## config.mk

```make
export PLATFORM = sky130hd
export DESIGN_NAME = rtmp_chunk_deframer_flat
export DESIGN_NICKNAME = d
export VERILOG_FILES = /design/src/hw/rtl/rtmp_cd_pkg.sv /design/src/hw/rtl/rtmp_cd_ifs.sv /design/src/hw/rtl/rtmp_chunk_deframer.sv /design/src/hw/rtl/rtmp_cd_parser.sv /design/src/flat_wrapper.sv
export SDC_FILE = /design/constraint.sdc
export NUM_CORES = 1
export LEC_CHECK = 0
export BUFFER_PORTS_ARGS = -buffer_cell sky130_fd_sc_hd__buf_2
export CAP_MARGIN = 10
export CORE_AREA = 5 5 195 197
export CTS_CLUSTER_SIZE = 30
export DETAILED_ROUTE_END_ITERATION = 7
export DIE_AREA = 0 0 200 202
export GPL_TIMING_DRIVEN = 0
export PLACE_DENSITY = 0.88
export SLEW_MARGIN = 0
export SYNTH_ARGS = -nofsm -noshare
export SYNTH_HDL_FRONTEND = slang
export SYNTH_HIERARCHICAL = 1
export SYNTH_SLANG_ARGS = --single-unit
export TNS_END_PERCENT = 5
```

## constraint.sdc

```tcl
create_clock -name i_clk -period 10.9 [get_ports i_clk]
set_input_delay 1.09 -clock i_clk [delete_from_list [all_inputs] [get_ports i_clk]]
set_output_delay 1.09 -clock i_clk [all_outputs]
set_load 0.005 [all_outputs]
```

## src/hw/rtl/rtmp_cd_pkg.sv

```systemverilog
// Shared types, constants and helpers for the RTMP chunk stream deframer.
package rtmp_cd_pkg;

    localparam int unsigned BYTE_W = 8;
    localparam int unsigned CSID_W = 17;
    localparam int unsigned LEN_W  = 24;
    localparam int unsigned MSID_W = 32;
    localparam int unsigned KIND_W = 2;
    localparam int unsigned ERR_W  = 2;
    localparam int unsigned HCNT_W = 4;

    localparam logic [LEN_W-1:0] MAX24           = 24'hFF_FFFF;
    localparam logic [LEN_W-1:0] INIT_CHUNK_SIZE = 24'd128;

    // Result kinds
    localparam logic [KIND_W-1:0] KIND_PAYLOAD = 2'd0;
    localparam logic [KIND_W-1:0] KIND_EMPTY   = 2'd1;
    localparam logic [KIND_W-1:0] KIND_ERROR   = 2'd2;

    // Error codes
    localparam logic [ERR_W-1:0] ERR_NONE   = 2'd0;
    localparam logic [ERR_W-1:0] ERR_EXT_TS = 2'd1;
    localparam logic [ERR_W-1:0] ERR_MID    = 2'd2;

    // Chunk header formats
    localparam logic [1:0] FMT_0 = 2'd0;
    localparam logic [1:0] FMT_1 = 2'd1;
    localparam logic [1:0] FMT_2 = 2'd2;
    localparam logic [1:0] FMT_3 = 2'd3;

    // Basic header stream id escapes
    localparam logic [5:0] CSID_ESC_1B = 6'd0;
    localparam logic [5:0] CSID_ESC_2B = 6'd1;

    // Message header byte positions
    localparam logic [HCNT_W-1:0] HB_LEN0  = 4'd3;
    localparam logic [HCNT_W-1:0] HB_TYPE  = 4'd6;
    localparam logic [HCNT_W-1:0] HB_MS0   = 4'd7;
    localparam logic [HCNT_W-1:0] HB_MS1   = 4'd8;
    localparam logic [HCNT_W-1:0] HB_MS2   = 4'd9;
    localparam logic [HCNT_W-1:0] HB_MS3   = 4'd10;
    localparam logic [HCNT_W-1:0] HLEN_F0  = 4'd11;
    localparam logic [HCNT_W-1:0] HLEN_F1  = 4'd7;
    localparam logic [HCNT_W-1:0] HLEN_F2  = 4'd3;

    // Set-chunk-size control message
    localparam logic [BYTE_W-1:0] TYPE_SET_CHUNK = 8'd1;
    localparam logic [CSID_W-1:0] CSID_CONTROL   = 17'd2;
    localparam logic [CSID_W-1:0] CSID_OFFSET    = 17'd64;

    typedef enum logic [2:0] {
        PH_BASIC   = 3'd0,
        PH_ID1     = 3'd1,
        PH_ID2A    = 3'd2,
        PH_ID2B    = 3'd3,
        PH_MSGHDR  = 3'd4,
        PH_PAYLOAD = 3'd5
    } t_phase;

    typedef struct packed {
        logic [KIND_W-1:0] out_kind;
        logic [BYTE_W-1:0] payload_byte;
        logic [CSID_W-1:0] chunk_stream_id;
        logic [BYTE_W-1:0] msg_type_id;
        logic [MSID_W-1:0] msg_stream_id;
        logic [LEN_W-1:0]  msg_length;
        logic [LEN_W-1:0]  timestamp_field;
        logic              last_of_message;
        logic [ERR_W-1:0]  error_code;
    } t_result;

    // Chunk size limited to 1..MAX24
    function automatic logic [LEN_W-1:0] clamp_size(input logic [MSID_W-1:0] v);
        logic [LEN_W-1:0] s;
        if (v > {8'd0, MAX24}) begin
            s = MAX24;
        end else if (v == '0) begin
            s = 24'd1;
        end else begin
            s = v[LEN_W-1:0];
        end
        return s;
    endfunction

endpackage

```

## src/hw/rtl/rtmp_cd_ifs.sv

```systemverilog
// Valid/ready stream interfaces for received bytes and deframed results.
interface rtmp_cd_byte_if;
    logic                           valid;
    logic                           ready;
    logic [rtmp_cd_pkg::BYTE_W-1:0] rx_byte;

    modport source (output valid, output rx_byte, input ready);
    modport sink   (input valid, input rx_byte, output ready);
endinterface

interface rtmp_cd_result_if;
    logic                           valid;
    logic                           ready;
    logic [rtmp_cd_pkg::KIND_W-1:0] out_kind;
    logic [rtmp_cd_pkg::BYTE_W-1:0] payload_byte;
    logic [rtmp_cd_pkg::CSID_W-1:0] chunk_stream_id;
    logic [rtmp_cd_pkg::BYTE_W-1:0] msg_type_id;
    logic [rtmp_cd_pkg::MSID_W-1:0] msg_stream_id;
    logic [rtmp_cd_pkg::LEN_W-1:0]  msg_length;
    logic [rtmp_cd_pkg::LEN_W-1:0]  timestamp_field;
    logic                           last_of_message;
    logic [rtmp_cd_pkg::ERR_W-1:0]  error_code;

    modport source (output valid, output out_kind, output payload_byte,
                    output chunk_stream_id, output msg_type_id, output msg_stream_id,
                    output msg_length, output timestamp_field, output last_of_message,
                    output error_code, input ready);
    modport sink   (input valid, input out_kind, input payload_byte,
                    input chunk_stream_id, input msg_type_id, input msg_stream_id,
                    input msg_length, input timestamp_field, input last_of_message,
                    input error_code, output ready);
endinterface

```

## src/hw/rtl/rtmp_chunk_deframer.sv

```systemverilog
// Top level of the RTMP chunk stream deframer: input register, parser, result register.
//
//  channel   | dir | carries                                    | accepted when
//  i_rx      | in  | rx_byte                                    | valid && ready
//  o_res     | out | kind, byte, ids, type, length, ts, last, err | valid && ready
//  i_cfg_wr  | in  | initial_chunk_size (24 bit)                | i_cfg_wr_en high
//
//  One byte per cycle while the result side is not stalled: a byte waits in the input register,
//  goes through the parser and its result lands in the result register.
//  A stalled result holds the result register; the input register still takes one byte.
//  Synchronous active-low reset; chunk size returns to 128.
module rtmp_chunk_deframer (
    input  logic                          i_clk,
    input  logic                          i_rst_n,
    input  logic                          i_cfg_wr_en,
    input  logic [rtmp_cd_pkg::LEN_W-1:0] i_cfg_wr_data,
    rtmp_cd_byte_if.sink                  i_rx,
    rtmp_cd_result_if.source              o_res
);

    logic                           r_in_valid;
    logic [rtmp_cd_pkg::BYTE_W-1:0] r_in_byte;
    logic                           r_out_valid;
    rtmp_cd_pkg::t_result           r_out;
    logic                           w_advance;
    logic                           w_res_valid;
    rtmp_cd_pkg::t_result           w_res;

    // Parser takes the held byte when the result slot is free or draining
    assign w_advance = r_in_valid && (!r_out_valid || o_res.ready);
    assign i_rx.ready = !r_in_valid || w_advance;

    // Input register
    always_ff @(posedge i_clk) begin
        if (!i_rst_n) begin
            r_in_valid <= 1'b0;
        end else if (i_rx.ready) begin
            r_in_valid <= i_rx.valid;
        end
    end

    always_ff @(posedge i_clk) begin
        if (i_rx.valid && i_rx.ready) begin
            r_in_byte <= i_rx.rx_byte;
        end
    end

    rtmp_cd_parser u_parser (
        .i_clk         (i_clk),
        .i_rst_n       (i_rst_n),
        .i_cfg_wr_en   (i_cfg_wr_en),
        .i_cfg_wr_data (i_cfg_wr_data),
        .i_step        (w_advance),
        .i_byte        (r_in_byte),
        .o_res_valid   (w_res_valid),
        .o_res         (w_res)
    );

    // Result register
    always_ff @(posedge i_clk) begin
        if (!i_rst_n) begin
            r_out_valid <= 1'b0;
        end else if (w_advance && w_res_valid) begin
            r_out_valid <= 1'b1;
        end else if (o_res.ready) begin
            r_out_valid <= 1'b0;
        end
    end

    always_ff @(posedge i_clk) begin
        if (w_advance && w_res_valid) begin
            r_out <= w_res;
        end
    end

    // Drive the result channel
    assign o_res.valid           = r_out_valid;
    assign o_res.out_kind        = r_out.out_kind;
    assign o_res.payload_byte    = r_out.payload_byte;
    assign o_res.chunk_stream_id = r_out.chunk_stream_id;
    assign o_res.msg_type_id     = r_out.msg_type_id;
    assign o_res.msg_stream_id   = r_out.msg_stream_id;
    assign o_res.msg_length      = r_out.msg_length;
    assign o_res.timestamp_field = r_out.timestamp_field;
    assign o_res.last_of_message = r_out.last_of_message;
    assign o_res.error_code      = r_out.error_code;

    // A held byte that cannot advance stays put
    a_in_hold: assert property (@(posedge i_clk) disable iff (!i_rst_n)
        (r_in_valid && !w_advance) |=> (r_in_valid && $stable(r_in_byte)))
        else $error("held input byte lost");

    // Parser never fires into an occupied, stalled result slot
    a_no_overwrite: assert property (@(posedge i_clk) disable iff (!i_rst_n)
        (r_out_valid && !o_res.ready) |-> !w_advance)
        else $error("result register overwritten while stalled");

    // Error results carry a code and never end a message; others carry none
    a_err_code: assert property (@(posedge i_clk) disable iff (!i_rst_n)
        o_res.valid |-> ((o_res.out_kind == rtmp_cd_pkg::KIND_ERROR)
                         == (o_res.error_code != rtmp_cd_pkg::ERR_NONE)))
        else $error("error code does not match result kind");

endmodule

```

## src/hw/rtl/rtmp_cd_parser.sv

```systemverilog
// Per-byte chunk header / payload parser holding the single message context.
module rtmp_cd_parser (
    input  logic                           i_clk,
    input  logic                           i_rst_n,
    input  logic                           i_cfg_wr_en,
    input  logic [rtmp_cd_pkg::LEN_W-1:0]  i_cfg_wr_data,
    input  logic                           i_step,
    input  logic [rtmp_cd_pkg::BYTE_W-1:0] i_byte,
    output logic                           o_res_valid,
    output rtmp_cd_pkg::t_result           o_res
);

    rtmp_cd_pkg::t_phase r_phase, n_phase;
    logic [rtmp_cd_pkg::HCNT_W-1:0] r_hcnt, n_hcnt;
    logic [1:0]                     r_fmt, n_fmt;
    logic [rtmp_cd_pkg::CSID_W-1:0] r_cs, n_cs;
    logic [rtmp_cd_pkg::LEN_W-1:0]  r_ts, n_ts;
    logic [rtmp_cd_pkg::LEN_W-1:0]  r_len, n_len;
    logic [rtmp_cd_pkg::BYTE_W-1:0] r_type, n_type;
    logic [rtmp_cd_pkg::MSID_W-1:0] r_ms, n_ms;
    logic [rtmp_cd_pkg::LEN_W-1:0]  r_bd, n_bd;
    logic [rtmp_cd_pkg::LEN_W-1:0]  r_cl, n_cl;
    logic [rtmp_cd_pkg::LEN_W-1:0]  r_active, n_active;
    logic [rtmp_cd_pkg::MSID_W-1:0] r_lw, n_lw;
    logic                           r_halted, n_halted;

    // Values after this byte is captured
    logic [rtmp_cd_pkg::HCNT_W-1:0] c_hcnt;
    logic [1:0]                     c_fmt;
    logic [rtmp_cd_pkg::CSID_W-1:0] c_cs;
    logic [rtmp_cd_pkg::LEN_W-1:0]  c_ts;
    logic [rtmp_cd_pkg::LEN_W-1:0]  c_len;
    logic [rtmp_cd_pkg::BYTE_W-1:0] c_type;
    logic [rtmp_cd_pkg::MSID_W-1:0] c_ms;
    logic [rtmp_cd_pkg::LEN_W-1:0]  c_bd;
    logic [rtmp_cd_pkg::LEN_W-1:0]  c_cl;
    logic [rtmp_cd_pkg::MSID_W-1:0] c_lw;

    logic                           w_basic_end;
    logic                           w_hdr_end;
    logic                           w_err_mid;
    logic                           w_err_ext;
    logic                           w_start;
    logic                           w_empty;
    logic                           w_pay;
    logic                           w_pay_last;
    logic                           w_pay_chunk_end;
    logic                           w_finish;
    logic                           w_set_size;
    logic                           w_go;
    logic [rtmp_cd_pkg::LEN_W-1:0]  w_remaining;
    logic [rtmp_cd_pkg::LEN_W-1:0]  w_chunk_len;

    assign w_go = i_step && !r_halted;

    // Byte capture into header fields and payload counters
    always_comb begin
        c_hcnt = r_hcnt;
        c_fmt  = r_fmt;
        c_cs   = r_cs;
        c_ts   = r_ts;
        c_len  = r_len;
        c_type = r_type;
        c_ms   = r_ms;
        c_bd   = r_bd;
        c_cl   = r_cl;
        c_lw   = r_lw;
        unique case (r_phase)
            rtmp_cd_pkg::PH_BASIC: begin
                c_fmt = i_byte[7:6];
                c_cs  = {11'd0, i_byte[5:0]};
            end
            rtmp_cd_pkg::PH_ID1: begin
                c_cs = {9'd0, i_byte} + rtmp_cd_pkg::CSID_OFFSET;
            end
            rtmp_cd_pkg::PH_ID2A: begin
                c_cs = {9'd0, i_byte};
            end
            rtmp_cd_pkg::PH_ID2B: begin
                c_cs = r_cs + {1'b0, i_byte, 8'd0} + rtmp_cd_pkg::CSID_OFFSET;
            end
            rtmp_cd_pkg::PH_MSGHDR: begin
                if (r_hcnt < rtmp_cd_pkg::HB_LEN0) begin
                    c_ts = {r_ts[15:0], i_byte};
                end else if (r_hcnt < rtmp_cd_pkg::HB_TYPE) begin
                    c_len = {r_len[15:0], i_byte};
                end else if (r_hcnt == rtmp_cd_pkg::HB_TYPE) begin
                    c_type = i_byte;
                end else if (r_hcnt == rtmp_cd_pkg::HB_MS0) begin
                    c_ms = {24'd0, i_byte};
                end else if (r_hcnt == rtmp_cd_pkg::HB_MS1) begin
                    c_ms = r_ms | {16'd0, i_byte, 8'd0};
                end else if (r_hcnt == rtmp_cd_pkg::HB_MS2) begin
                    c_ms = r_ms | {8'd0, i_byte, 16'd0};
                end else if (r_hcnt == rtmp_cd_pkg::HB_MS3) begin
                    c_ms = r_ms | {i_byte, 24'd0};
                end
                c_hcnt = r_hcnt + 4'd1;
            end
            rtmp_cd_pkg::PH_PAYLOAD: begin
                // first four payload bytes, big-endian
                if (r_bd == 24'd0) begin
                    c_lw = {i_byte, 24'd0};
                end else if (r_bd == 24'd1) begin
                    c_lw = r_lw | {8'd0, i_byte, 16'd0};
                end else if (r_bd == 24'd2) begin
                    c_lw = r_lw | {16'd0, i_byte, 8'd0};
                end else if (r_bd == 24'd3) begin
                    c_lw = r_lw | {24'd0, i_byte};
                end
                c_bd = r_bd + 24'd1;
                c_cl = (r_cl != 24'd0) ? r_cl - 24'd1 : 24'd0;
            end
            default: begin
            end
        endcase
    end

    // Events of this byte
    assign w_basic_end = ((r_phase == rtmp_cd_pkg::PH_BASIC)
                          && (i_byte[5:0] != rtmp_cd_pkg::CSID_ESC_1B)
                          && (i_byte[5:0] != rtmp_cd_pkg::CSID_ESC_2B))
                         || (r_phase == rtmp_cd_pkg::PH_ID1)
                         || (r_phase == rtmp_cd_pkg::PH_ID2B);
    assign w_hdr_end = (r_phase == rtmp_cd_pkg::PH_MSGHDR)
                       && (((r_fmt == rtmp_cd_pkg::FMT_0) && (c_hcnt >= rtmp_cd_pkg::HLEN_F0))
                        || ((r_fmt == rtmp_cd_pkg::FMT_1) && (c_hcnt >= rtmp_cd_pkg::HLEN_F1))
                        || ((r_fmt == rtmp_cd_pkg::FMT_2) && (c_hcnt >= rtmp_cd_pkg::HLEN_F2))
                        || (r_fmt == rtmp_cd_pkg::FMT_3));
    assign w_err_mid = w_hdr_end && (r_fmt <= rtmp_cd_pkg::FMT_1) && (r_bd != 24'd0);
    assign w_err_ext = w_hdr_end && !w_err_mid && (r_fmt <= rtmp_cd_pkg::FMT_2)
                       && (c_ts == rtmp_cd_pkg::MAX24);
    assign w_start = (w_basic_end && (c_fmt == rtmp_cd_pkg::FMT_3))
                     || (w_hdr_end && !w_err_mid && !w_err_ext);
    assign w_remaining = (c_len > r_bd) ? c_len - r_bd : 24'd0;
    assign w_chunk_len = (w_remaining < r_active) ? w_remaining : r_active;
    assign w_empty = w_start && (w_remaining == 24'd0);
    assign w_pay = (r_phase == rtmp_cd_pkg::PH_PAYLOAD);
    assign w_pay_last = w_pay && (c_bd >= c_len);
    assign w_pay_chunk_end = w_pay && !w_pay_last && (c_cl == 24'd0);
    assign w_finish = w_empty || w_pay_last;
    assign w_set_size = w_finish && (c_type == rtmp_cd_pkg::TYPE_SET_CHUNK)
                        && (c_cs == rtmp_cd_pkg::CSID_CONTROL) && (c_ms == '0);

    // Next context and counters
    always_comb begin
        n_fmt    = c_fmt;
        n_cs     = c_cs;
        n_ts     = c_ts;
        n_len    = c_len;
        n_type   = c_type;
        n_ms     = c_ms;
        n_lw     = c_lw;
        n_hcnt   = w_basic_end ? '0 : c_hcnt;
        n_bd     = w_finish ? '0 : c_bd;
        n_cl     = (w_start && !w_empty) ? w_chunk_len : c_cl;
        n_halted = w_err_mid || w_err_ext;
        n_active = w_set_size ? rtmp_cd_pkg::clamp_size(c_lw) : r_active;
    end

    // Next phase
    always_comb begin
        n_phase = r_phase;
        unique case (r_phase)
            rtmp_cd_pkg::PH_BASIC: begin
                if (i_byte[5:0] == rtmp_cd_pkg::CSID_ESC_1B) begin
                    n_phase = rtmp_cd_pkg::PH_ID1;
                end else if (i_byte[5:0] == rtmp_cd_pkg::CSID_ESC_2B) begin
                    n_phase = rtmp_cd_pkg::PH_ID2A;
                end else if (c_fmt != rtmp_cd_pkg::FMT_3) begin
                    n_phase = rtmp_cd_pkg::PH_MSGHDR;
                end else begin
                    n_phase = w_empty ? rtmp_cd_pkg::PH_BASIC : rtmp_cd_pkg::PH_PAYLOAD;
                end
            end
            rtmp_cd_pkg::PH_ID1, rtmp_cd_pkg::PH_ID2B: begin
                if (c_fmt != rtmp_cd_pkg::FMT_3) begin
                    n_phase = rtmp_cd_pkg::PH_MSGHDR;
                end else begin
                    n_phase = w_empty ? rtmp_cd_pkg::PH_BASIC : rtmp_cd_pkg::PH_PAYLOAD;
                end
            end
            rtmp_cd_pkg::PH_ID2A: begin
                n_phase = rtmp_cd_pkg::PH_ID2B;
            end
            rtmp_cd_pkg::PH_MSGHDR: begin
                if (w_start) begin
                    n_phase = w_empty ? rtmp_cd_pkg::PH_BASIC : rtmp_cd_pkg::PH_PAYLOAD;
                end
            end
            rtmp_cd_pkg::PH_PAYLOAD: begin
                if (w_pay_last || w_pay_chunk_end) begin
                    n_phase = rtmp_cd_pkg::PH_BASIC;
                end
            end
            default: begin
                n_phase = rtmp_cd_pkg::PH_BASIC;
            end
        endcase
    end

    // Result of this byte, tagged with the updated context
    always_comb begin
        o_res_valid = w_go && (w_pay || w_empty || w_err_mid || w_err_ext);
        o_res.payload_byte    = w_pay ? i_byte : '0;
        o_res.chunk_stream_id = c_cs;
        o_res.msg_type_id     = c_type;
        o_res.msg_stream_id   = c_ms;
        o_res.msg_length      = c_len;
        o_res.timestamp_field = c_ts;
        if (w_err_mid) begin
            o_res.out_kind        = rtmp_cd_pkg::KIND_ERROR;
            o_res.error_code      = rtmp_cd_pkg::ERR_MID;
            o_res.last_of_message = 1'b0;
        end else if (w_err_ext) begin
            o_res.out_kind        = rtmp_cd_pkg::KIND_ERROR;
            o_res.error_code      = rtmp_cd_pkg::ERR_EXT_TS;
            o_res.last_of_message = 1'b0;
        end else if (w_empty) begin
            o_res.out_kind        = rtmp_cd_pkg::KIND_EMPTY;
            o_res.error_code      = rtmp_cd_pkg::ERR_NONE;
            o_res.last_of_message = 1'b1;
        end else begin
            o_res.out_kind        = rtmp_cd_pkg::KIND_PAYLOAD;
            o_res.error_code      = rtmp_cd_pkg::ERR_NONE;
            o_res.last_of_message = w_pay_last;
        end
    end

    // State registers
    always_ff @(posedge i_clk) begin
        if (!i_rst_n) begin
            r_phase  <= rtmp_cd_pkg::PH_BASIC;
            r_hcnt   <= '0;
            r_fmt    <= '0;
            r_cs     <= '0;
            r_ts     <= '0;
            r_len    <= '0;
            r_type   <= '0;
            r_ms     <= '0;
            r_bd     <= '0;
            r_cl     <= '0;
            r_active <= rtmp_cd_pkg::INIT_CHUNK_SIZE;
            r_lw     <= '0;
            r_halted <= 1'b0;
        end else begin
            if (w_go) begin
                r_phase  <= n_phase;
                r_hcnt   <= n_hcnt;
                r_fmt    <= n_fmt;
                r_cs     <= n_cs;
                r_ts     <= n_ts;
                r_len    <= n_len;
                r_type   <= n_type;
                r_ms     <= n_ms;
                r_bd     <= n_bd;
                r_cl     <= n_cl;
                r_lw     <= n_lw;
                r_halted <= n_halted;
            end
            if (i_cfg_wr_en) begin
                r_active <= rtmp_cd_pkg::clamp_size({8'd0, i_cfg_wr_data});
            end else if (w_go) begin
                r_active <= n_active;
            end
        end
    end

    // Halt is sticky until reset
    a_halt_sticky: assert property (@(posedge i_clk) disable iff (!i_rst_n)
        r_halted |=> r_halted)
        else $error("parser left halt without reset");

    // No results come out of a halted parser
    a_halt_quiet: assert property (@(posedge i_clk) disable iff (!i_rst_n)
        r_halted |-> !o_res_valid)
        else $error("result produced while halted");

    // Chunk size never drops to zero
    a_size_nonzero: assert property (@(posedge i_clk) disable iff (!i_rst_n)
        r_active != '0)
        else $error("active chunk size is zero");

    // An error result always halts the parser
    a_err_halts: assert property (@(posedge i_clk) disable iff (!i_rst_n)
        (o_res_valid && (o_res.out_kind == rtmp_cd_pkg::KIND_ERROR)) |=> r_halted)
        else $error("error result without halt");

endmodule

```

## src/flat_wrapper.sv

```systemverilog
// flat-port wrapper written by rule: the top's interface ports become plain ports
module rtmp_chunk_deframer_flat 
  (i_clk, i_rst_n, i_cfg_wr_en, i_cfg_wr_data, i_rx_valid, i_rx_rx_byte, i_rx_ready, o_res_valid, o_res_out_kind, o_res_payload_byte, o_res_chunk_stream_id, o_res_msg_type_id, o_res_msg_stream_id, o_res_msg_length, o_res_timestamp_field, o_res_last_of_message, o_res_error_code, o_res_ready);
  rtmp_cd_byte_if i_rx_i ();
  rtmp_cd_result_if o_res_i ();
  input  logic i_clk;
  input  logic i_rst_n;
  input  logic i_cfg_wr_en;
  input  logic [rtmp_cd_pkg::LEN_W-1:0] i_cfg_wr_data;
  input wire logic [$bits(i_rx_i.valid)-1:0] i_rx_valid;
  input wire logic [$bits(i_rx_i.rx_byte)-1:0] i_rx_rx_byte;
  output wire logic [$bits(i_rx_i.ready)-1:0] i_rx_ready;
  output wire logic [$bits(o_res_i.valid)-1:0] o_res_valid;
  output wire logic [$bits(o_res_i.out_kind)-1:0] o_res_out_kind;
  output wire logic [$bits(o_res_i.payload_byte)-1:0] o_res_payload_byte;
  output wire logic [$bits(o_res_i.chunk_stream_id)-1:0] o_res_chunk_stream_id;
  output wire logic [$bits(o_res_i.msg_type_id)-1:0] o_res_msg_type_id;
  output wire logic [$bits(o_res_i.msg_stream_id)-1:0] o_res_msg_stream_id;
  output wire logic [$bits(o_res_i.msg_length)-1:0] o_res_msg_length;
  output wire logic [$bits(o_res_i.timestamp_field)-1:0] o_res_timestamp_field;
  output wire logic [$bits(o_res_i.last_of_message)-1:0] o_res_last_of_message;
  output wire logic [$bits(o_res_i.error_code)-1:0] o_res_error_code;
  input wire logic [$bits(o_res_i.ready)-1:0] o_res_ready;
  assign i_rx_i.valid = i_rx_valid;
  assign i_rx_i.rx_byte = i_rx_rx_byte;
  assign i_rx_ready = i_rx_i.ready;
  assign o_res_valid = o_res_i.valid;
  assign o_res_out_kind = o_res_i.out_kind;
  assign o_res_payload_byte = o_res_i.payload_byte;
  assign o_res_chunk_stream_id = o_res_i.chunk_stream_id;
  assign o_res_msg_type_id = o_res_i.msg_type_id;
  assign o_res_msg_stream_id = o_res_i.msg_stream_id;
  assign o_res_msg_length = o_res_i.msg_length;
  assign o_res_timestamp_field = o_res_i.timestamp_field;
  assign o_res_last_of_message = o_res_i.last_of_message;
  assign o_res_error_code = o_res_i.error_code;
  assign o_res_i.ready = o_res_ready;
  rtmp_chunk_deframer u_core (.i_clk(i_clk), .i_rst_n(i_rst_n), .i_cfg_wr_en(i_cfg_wr_en), .i_cfg_wr_data(i_cfg_wr_data), .i_rx(i_rx_i), .o_res(o_res_i));
endmodule
```

# Yosys cells after proc, flatten, opt, wreduce, memory -nomap -nowiden
# Cells that the tools add are included.
# word_totals
wordCells,191
latch_bits,0
rom_bits,0
n_memories,0
output_inout_bits,120
reg_bits,347
ram_bits,0
# classes
div,0
add_sub_neg,7
order_cmp,11
n_bitwise,6
reduce_logical,66
mux,51
mul,0
shift,0
eq_ne,25
# op_table
operator,n
$mux W24,18
$mux W32,13
$logic_not A24 Y1,4
$pmux W17 S4,1
$logic_not A32 Y1,2
$or A32 B16 Y32,2
$or A32 B24 Y32,2
$eq A24 B2 Y1 const B,2
$reduce_bool A24 Y1,2
$gt A32 B24 Y1 const B,1
$mux W8,4
$or A32 B32 Y32,1
$or A32 B8 Y32,1
$logic_and A1 B1 Y1,26
$add A24 B1 Y24 const B,1
$eq A24 B1 Y1 const B,1
$eq A24 B24 Y1 const B,1
$ge A24 B24 Y1,1
$gt A24 B24 Y1,1
$lt A24 B24 Y1,1
$sub A24 B1 Y24 const B,1
$sub A24 B24 Y24,1
$mux W3,7
$add A17 B16 Y17,1
37 further kinds,71

# Longest topological paths before layout
# logic_depth
ltp_word,25
depth_mapped,29

# Cells and area by module
# Netlist, hierarchy kept.
# by_module_without_submodules
mod,n_inst,seq_area_each_um2,area_each_um2,cells_each
rtmp_cd_parser,1,4384.2,15557.4,2077
rtmp_chunk_deframer,1,3823.7,3896.2,139

# Least setup slack after synthesis
# Ideal clock, no wire load.
# synth_timing
path_type,reg2reg
start,reg u_core.u_parser.r_phase[1]
end,"reg u_core.r_out, in the netlist u_core/o_res.chunk_stream_id[0], enable pin"
path_slack_ns,0.502
setup_ns,0.596
n_path_buf,4
path_stages_with_launch,23
arrival_ns,9.802
cell_sequence,dfxtp_1 buf_6 or3b_1 buf_4 or3_1 clkbuf_1 clkbuf_1 mux2i_1 ha_1 inv_1 fa_1 a21o_1 a221oi_1 o31ai_1 xor2_1 a2111oi_0 and4b_1 and4_1 a21oi_1 o21ai_0 o21a_1 nand2_1 nor2_1
# synth_between
elab_chain_cells,23
# synth_rtl
item,line_no,text
from (decl),rtmp_cd_parser.sv:13,"rtmp_cd_pkg::t_phase r_phase, n_phase;"
from (signal assigned),rtmp_cd_parser.sv:233,r_phase <= rtmp_cd_pkg::PH_BASIC;
from (signal assigned),rtmp_cd_parser.sv:248,r_phase <= n_phase;
branches (longest 20 deep; another with $sub A24 B24 Y24),n/a,
$logic_or A1 B1 Y1 *,rtmp_cd_parser.sv:204,o_res_valid = w_go && (w_pay || w_empty || w_err_mid || w_err_ext);
$logic_and A1 B1 Y1 *,rtmp_cd_parser.sv:204,
net u_core.w_res_valid,rtmp_chunk_deframer.sv:26,logic w_res_valid;
$logic_and A1 B1 Y1 *,rtmp_chunk_deframer.sv:71,if (w_advance && w_res_valid) begin
to (signal assigned),rtmp_chunk_deframer.sv:72,r_out <= w_res;
to (decl),rtmp_chunk_deframer.sv:24,rtmp_cd_pkg::t_result r_out;
# Mark *: on every way through the listed nets, which the timed path passes.
# A chain may end at the register's enable or synchronous reset.

==> metrics list <==
- Run status: finished clean
- The worst register-to-register path begins at u_core/u_parser/r_hcnt[2].
- Reported max-cap violation count: 0
- The detailed router finished its first iteration with 2154 violations.
* Final min period: 9060 ps
- Final-layout worst hold slack: 462 ps
- Setup slack on the critical path of the routed design comes to 1840 ps.
* Worst Hold Class: flop to flop
- After synthesis, flip-flops and latches occupy 42.2% of the total area.
- Vias: 18400
* Number of buffers created by CTS: 37
- The HPWL after detailed placement is 47.6 mm.
- Clock sink total: 347
* Die height: 202 um
* Die width: 200 um
- RR Endpoint: u_core/u_parser/r_cl[22]
- The worst setup path is captured at a flop.
* Number of warnings reported in the yosys synthesis log: 6
- Top cell types by occurrence after synthesis: sky130_fd_sc_hd__nor2_1 (251), sky130_fd_sc_hd__dfxtp_1 (221), sky130_fd_sc_hd__a21oi_1 (209)
* Largest net degree at the start of global routing: 39
* Power density over the cells: 157 nW/um^2
- Ranking of synthesized cells by area: sky130_fd_sc_hd__dfxtp_1 (23%), sky130_fd_sc_hd__edfxtp_1 (19%), sky130_fd_sc_hd__ha_1 (5.8%), sky130_fd_sc_hd__a21oi_1 (5.4%), sky130_fd_sc_hd__nor2_1 (4.8%)
- Using the TritonRoute via totals, the vias-per-cell ratio works out to 6.32.
* FF+latch count, synth: 347
- Post-route design area: 22100 um^2
- Maximum operating frequency: 110 MHz
- For the final database, setup skew stands at 28.7 ps.
* Slew Viols, Final: 0
- Hold path start: u_core/u_parser/r_ms[30]
- In this run the tightest slew margin relative to its limit is 18.1%.
- The area growth from synthesis to layout is 13.8%.
- Cell taking the most area after synthesis: sky130_fd_sc_hd__dfxtp_1
* Distinct cell type count of the synthesized netlist: 89
* Setup repair bufs after CTS: 0
- Syn Nets: 2344
- Number of synthesized flops with an enable pin: 126
- Setup repair after global routing missed its margin: no
* Arrival time of data at the critical path endpoint: 9460 ps
- Ant. Diodes: 0
* Fraction of the core area covered by cells at the end of the flow: 61.4%
* Cell-internal power: 2.42 mW
* Number of remaining DRC errors: 0
- Global placement routability congestion: 0.976
- Net Sw Frac: 30.3%
- For this run, the total global-route usage over all layers was measured as 30.0%.
* Port Buffer Count: 155
- Counting instances, the worst hold path has a depth of 2.
* CTS clock-pin slew for the worst setup and hold paths: 60 ps
* Final worst-path cycle share: 83.1%
* Most repeated cell in the gate-level netlist after synthesis: sky130_fd_sc_hd__nor2_1
* Fillers: 2958
* Via count of the first global-routing pass: 17400
* Cells on worst reg2reg path: 27
* Worst hold path endpoint: u_core/u_parser/r_ms[30]
- Along the worst path, the maximum fanout reaches 10.
- Final routed wire length divided by cell count: 21.7 um
* Post-synthesis instance total: 2216
- Sw Pwr: 1.05 mW
* Share of the synthesized area in the top cell type: 22.7%
- Once the floorplan was initialized, standard cells occupied 53.9% of the core.
- Combinational cell fraction of total power: 22.0%
- Final net count: 2541
* Final setup viols: 0
* Syn Std Cell Area: 19500 um^2
- Placed inst area: 20900 um^2
* Required time worst endpoint: 11310 ps
* Clock network latency to the later pin of the worst-skew pair: 550 ps
* Leak Pwr: 8.71 nW
- 157 I/O pins were placed.
* Number of buffers inserted by hold repair at cts: 0
* Core footprint: 36100 um^2
- In this run the register-to-register setup slack is 1840 ps.
- STA classifies the critical path startpoint as a flop.
- Async S/R FF share, synth: 0%
- The initial antenna violation count came to 1.
* Sequential group share of total power: 40.7%
- The number of gates resized after CTS was 0.
- In this run the clock root is driven by a sky130_fd_sc_hd__clkbuf_16.
* Antenna Violating Nets Remaining: 0
- The clock network accounts for 37.3% of the total power.
- Final TNS setup: 0 ps
* Tightest Pin Transition: 1220 ps
- Count of H-tree levels built during CTS: 2
- The first global-routing pass estimated 96.8 mm of wire.
- Share of layout cells above drive strength 1: 12.7%
* Post-Synthesis Mean Instance Area: 8.78 um^2
- GRT overflow: 0
- Overall die area: 40400 um^2
- Register cell area after layout: 8210 um^2
* First-pass iteration count of the detailed router: 6
* Total Routed Length: 63.0 mm
- Max clock buf depth: 3
* Clock tree from TritonCTS: yes
- DP Worst Slack: 2090 ps
* Critical Setup Path Class: flop to flop
- After floorplanning, the core was divided into 70 placement rows.
- The multi-input combinational cells in the finished layout cover a total of 10200 um^2.
- Worst vdd ir: 0.155 mV
- Final Hold Viols: 0
- In the synthesized netlist the dominant register cell turns out to be sky130_fd_sc_hd__dfxtp_1.
==> cell usage in the layout, fill, tap and decap left out, types with 18 or more instances in the layout <==
| cell | instances |
|---|---|
| sky130_fd_sc_hd__nor2_1 | 250 |
| sky130_fd_sc_hd__dfxtp_1 | 221 |
| sky130_fd_sc_hd__a21oi_1 | 209 |
| sky130_fd_sc_hd__nand2_1 | 190 |
| sky130_fd_sc_hd__buf_2 | 165 |
| sky130_fd_sc_hd__clkbuf_1 | 138 |
| sky130_fd_sc_hd__edfxtp_1 | 126 |
| sky130_fd_sc_hd__inv_1 | 103 |
| sky130_fd_sc_hd__mux2i_1 | 92 |
| sky130_fd_sc_hd__ha_1 | 90 |
| sky130_fd_sc_hd__o21ai_0 | 83 |
| sky130_fd_sc_hd__nand3_1 | 77 |
| sky130_fd_sc_hd__nor3_1 | 77 |
| sky130_fd_sc_hd__mux2_2 | 56 |
| sky130_fd_sc_hd__a211oi_1 | 47 |
| sky130_fd_sc_hd__xnor2_1 | 44 |
| sky130_fd_sc_hd__nor4_1 | 41 |
| sky130_fd_sc_hd__nand4_1 | 39 |
| sky130_fd_sc_hd__clkbuf_16 | 37 |
| sky130_fd_sc_hd__o211ai_1 | 22 |
| sky130_fd_sc_hd__nand2b_1 | 22 |
| sky130_fd_sc_hd__a21o_1 | 21 |
| sky130_fd_sc_hd__a31oi_1 | 21 |
| sky130_fd_sc_hd__and2_1 | 18 |
==> cell families after synthesis <==
logic type / after synthesis / share of synthesized area (%)
fa+ha+maj: 92 / 5.94
simple gates: 804 / 19.9
compound gates: 504 / 16.0
flops: 347 / 42.2
mux: 149 / 8.03
xor+xnor: 57 / 2.57
buf+inv: 263 / 5.35
==> stage by stage <==
step                      cells  power (mW)
after global placement     2839        2.16
after detailed placement   2842        2.18
after floorplan            2216        1.95
after CTS                  2910        3.46
final                      2910        3.48
after global routing       2910        3.61
==> cell type report <==
cell class                      instances  share of cell area [%]
Inverter                              106                    1.80
Timing Repair Buffer                  158                    3.78
Tap cell                              468                    2.64
Multi-Input combinational cell       1606                    46.2
Clock buffer                           51                    4.65
Buffer                                157                    2.90
Clock inverter                         17                   0.995
Sequential cell                       347                    37.1
==> power groups by stage <==
stage / Sequential (mW) / Clock (mW) / Combinational, mW
2_1_floorplan: 1.43 / 0 / 0.522
3_3_place_gp: 1.44 / 0 / 0.720
3_5_place_dp: 1.44 / 0 / 0.735
4_1_cts: 1.41 / 1.31 / 0.741
5_1_grt: 1.42 / 1.37 / 0.820
6_report: 1.41 / 1.30 / 0.764
==> layer usage <==
metal  GRT usage, %  vias to the layer above  share of wire (%)
li1               -                     8399                  -
met1           38.8                     8617                 39
met2           48.2                     1108                 46
met3           5.85                      266                9.2
met4           14.3                        2                5.6
met5              0                        -              0.029
==> critical path: stages (launching register included) <==
cell	delay [ps]
sky130_fd_sc_hd__dfxtp_1	320
sky130_fd_sc_hd__clkbuf_1	360
sky130_fd_sc_hd__inv_1	150
sky130_fd_sc_hd__mux2i_1	180
sky130_fd_sc_hd__or3_1	130
sky130_fd_sc_hd__clkbuf_1	340
sky130_fd_sc_hd__clkbuf_1	600
sky130_fd_sc_hd__mux2i_1	570
sky130_fd_sc_hd__inv_1	160
sky130_fd_sc_hd__ha_1	350
sky130_fd_sc_hd__clkbuf_1	350
sky130_fd_sc_hd__and4_1	280
sky130_fd_sc_hd__nand4b_1	190
sky130_fd_sc_hd__o41ai_2	980
sky130_fd_sc_hd__clkbuf_1	450
sky130_fd_sc_hd__nor3_1	190
sky130_fd_sc_hd__ha_1	330
sky130_fd_sc_hd__a21o_1	160
sky130_fd_sc_hd__a21oi_1	130
sky130_fd_sc_hd__nor2_1	70
sky130_fd_sc_hd__a2111oi_0	380
sky130_fd_sc_hd__nor3_1	90
sky130_fd_sc_hd__a2111oi_0	450
sky130_fd_sc_hd__a21boi_1	560
sky130_fd_sc_hd__buf_2	370
sky130_fd_sc_hd__mux2i_1	440
sky130_fd_sc_hd__mux2_2	230
sky130_fd_sc_hd__o21ai_0	80
==> how the worst max path moves through the flow <==
| stage | depth (start not counted) | slack (ps) | startpoint | endpoint |
|---|---|---|---|---|
| floorplan | 22 | 500 | u_core/u_parser/r_phase[1] | u_core/o_res.chunk_stream_id[0] |
| global placement | 19 | -2780 | u_core/u_parser/r_phase[2] | u_core/o_res.msg_length[14] |
| detailed placement | 27 | 2090 | u_core/u_parser/r_hcnt[2] | u_core/u_parser/r_cl[22] |
| CTS | 27 | 2030 | u_core/u_parser/r_hcnt[2] | u_core/u_parser/r_cl[22] |
| global route | 27 | 1260 | u_core/u_parser/r_hcnt[2] | u_core/u_parser/r_cl[22] |
| finish | 27 | 1840 | u_core/u_parser/r_hcnt[2] | u_core/u_parser/r_cl[22] |
Power figures use the tool's default switching activity.
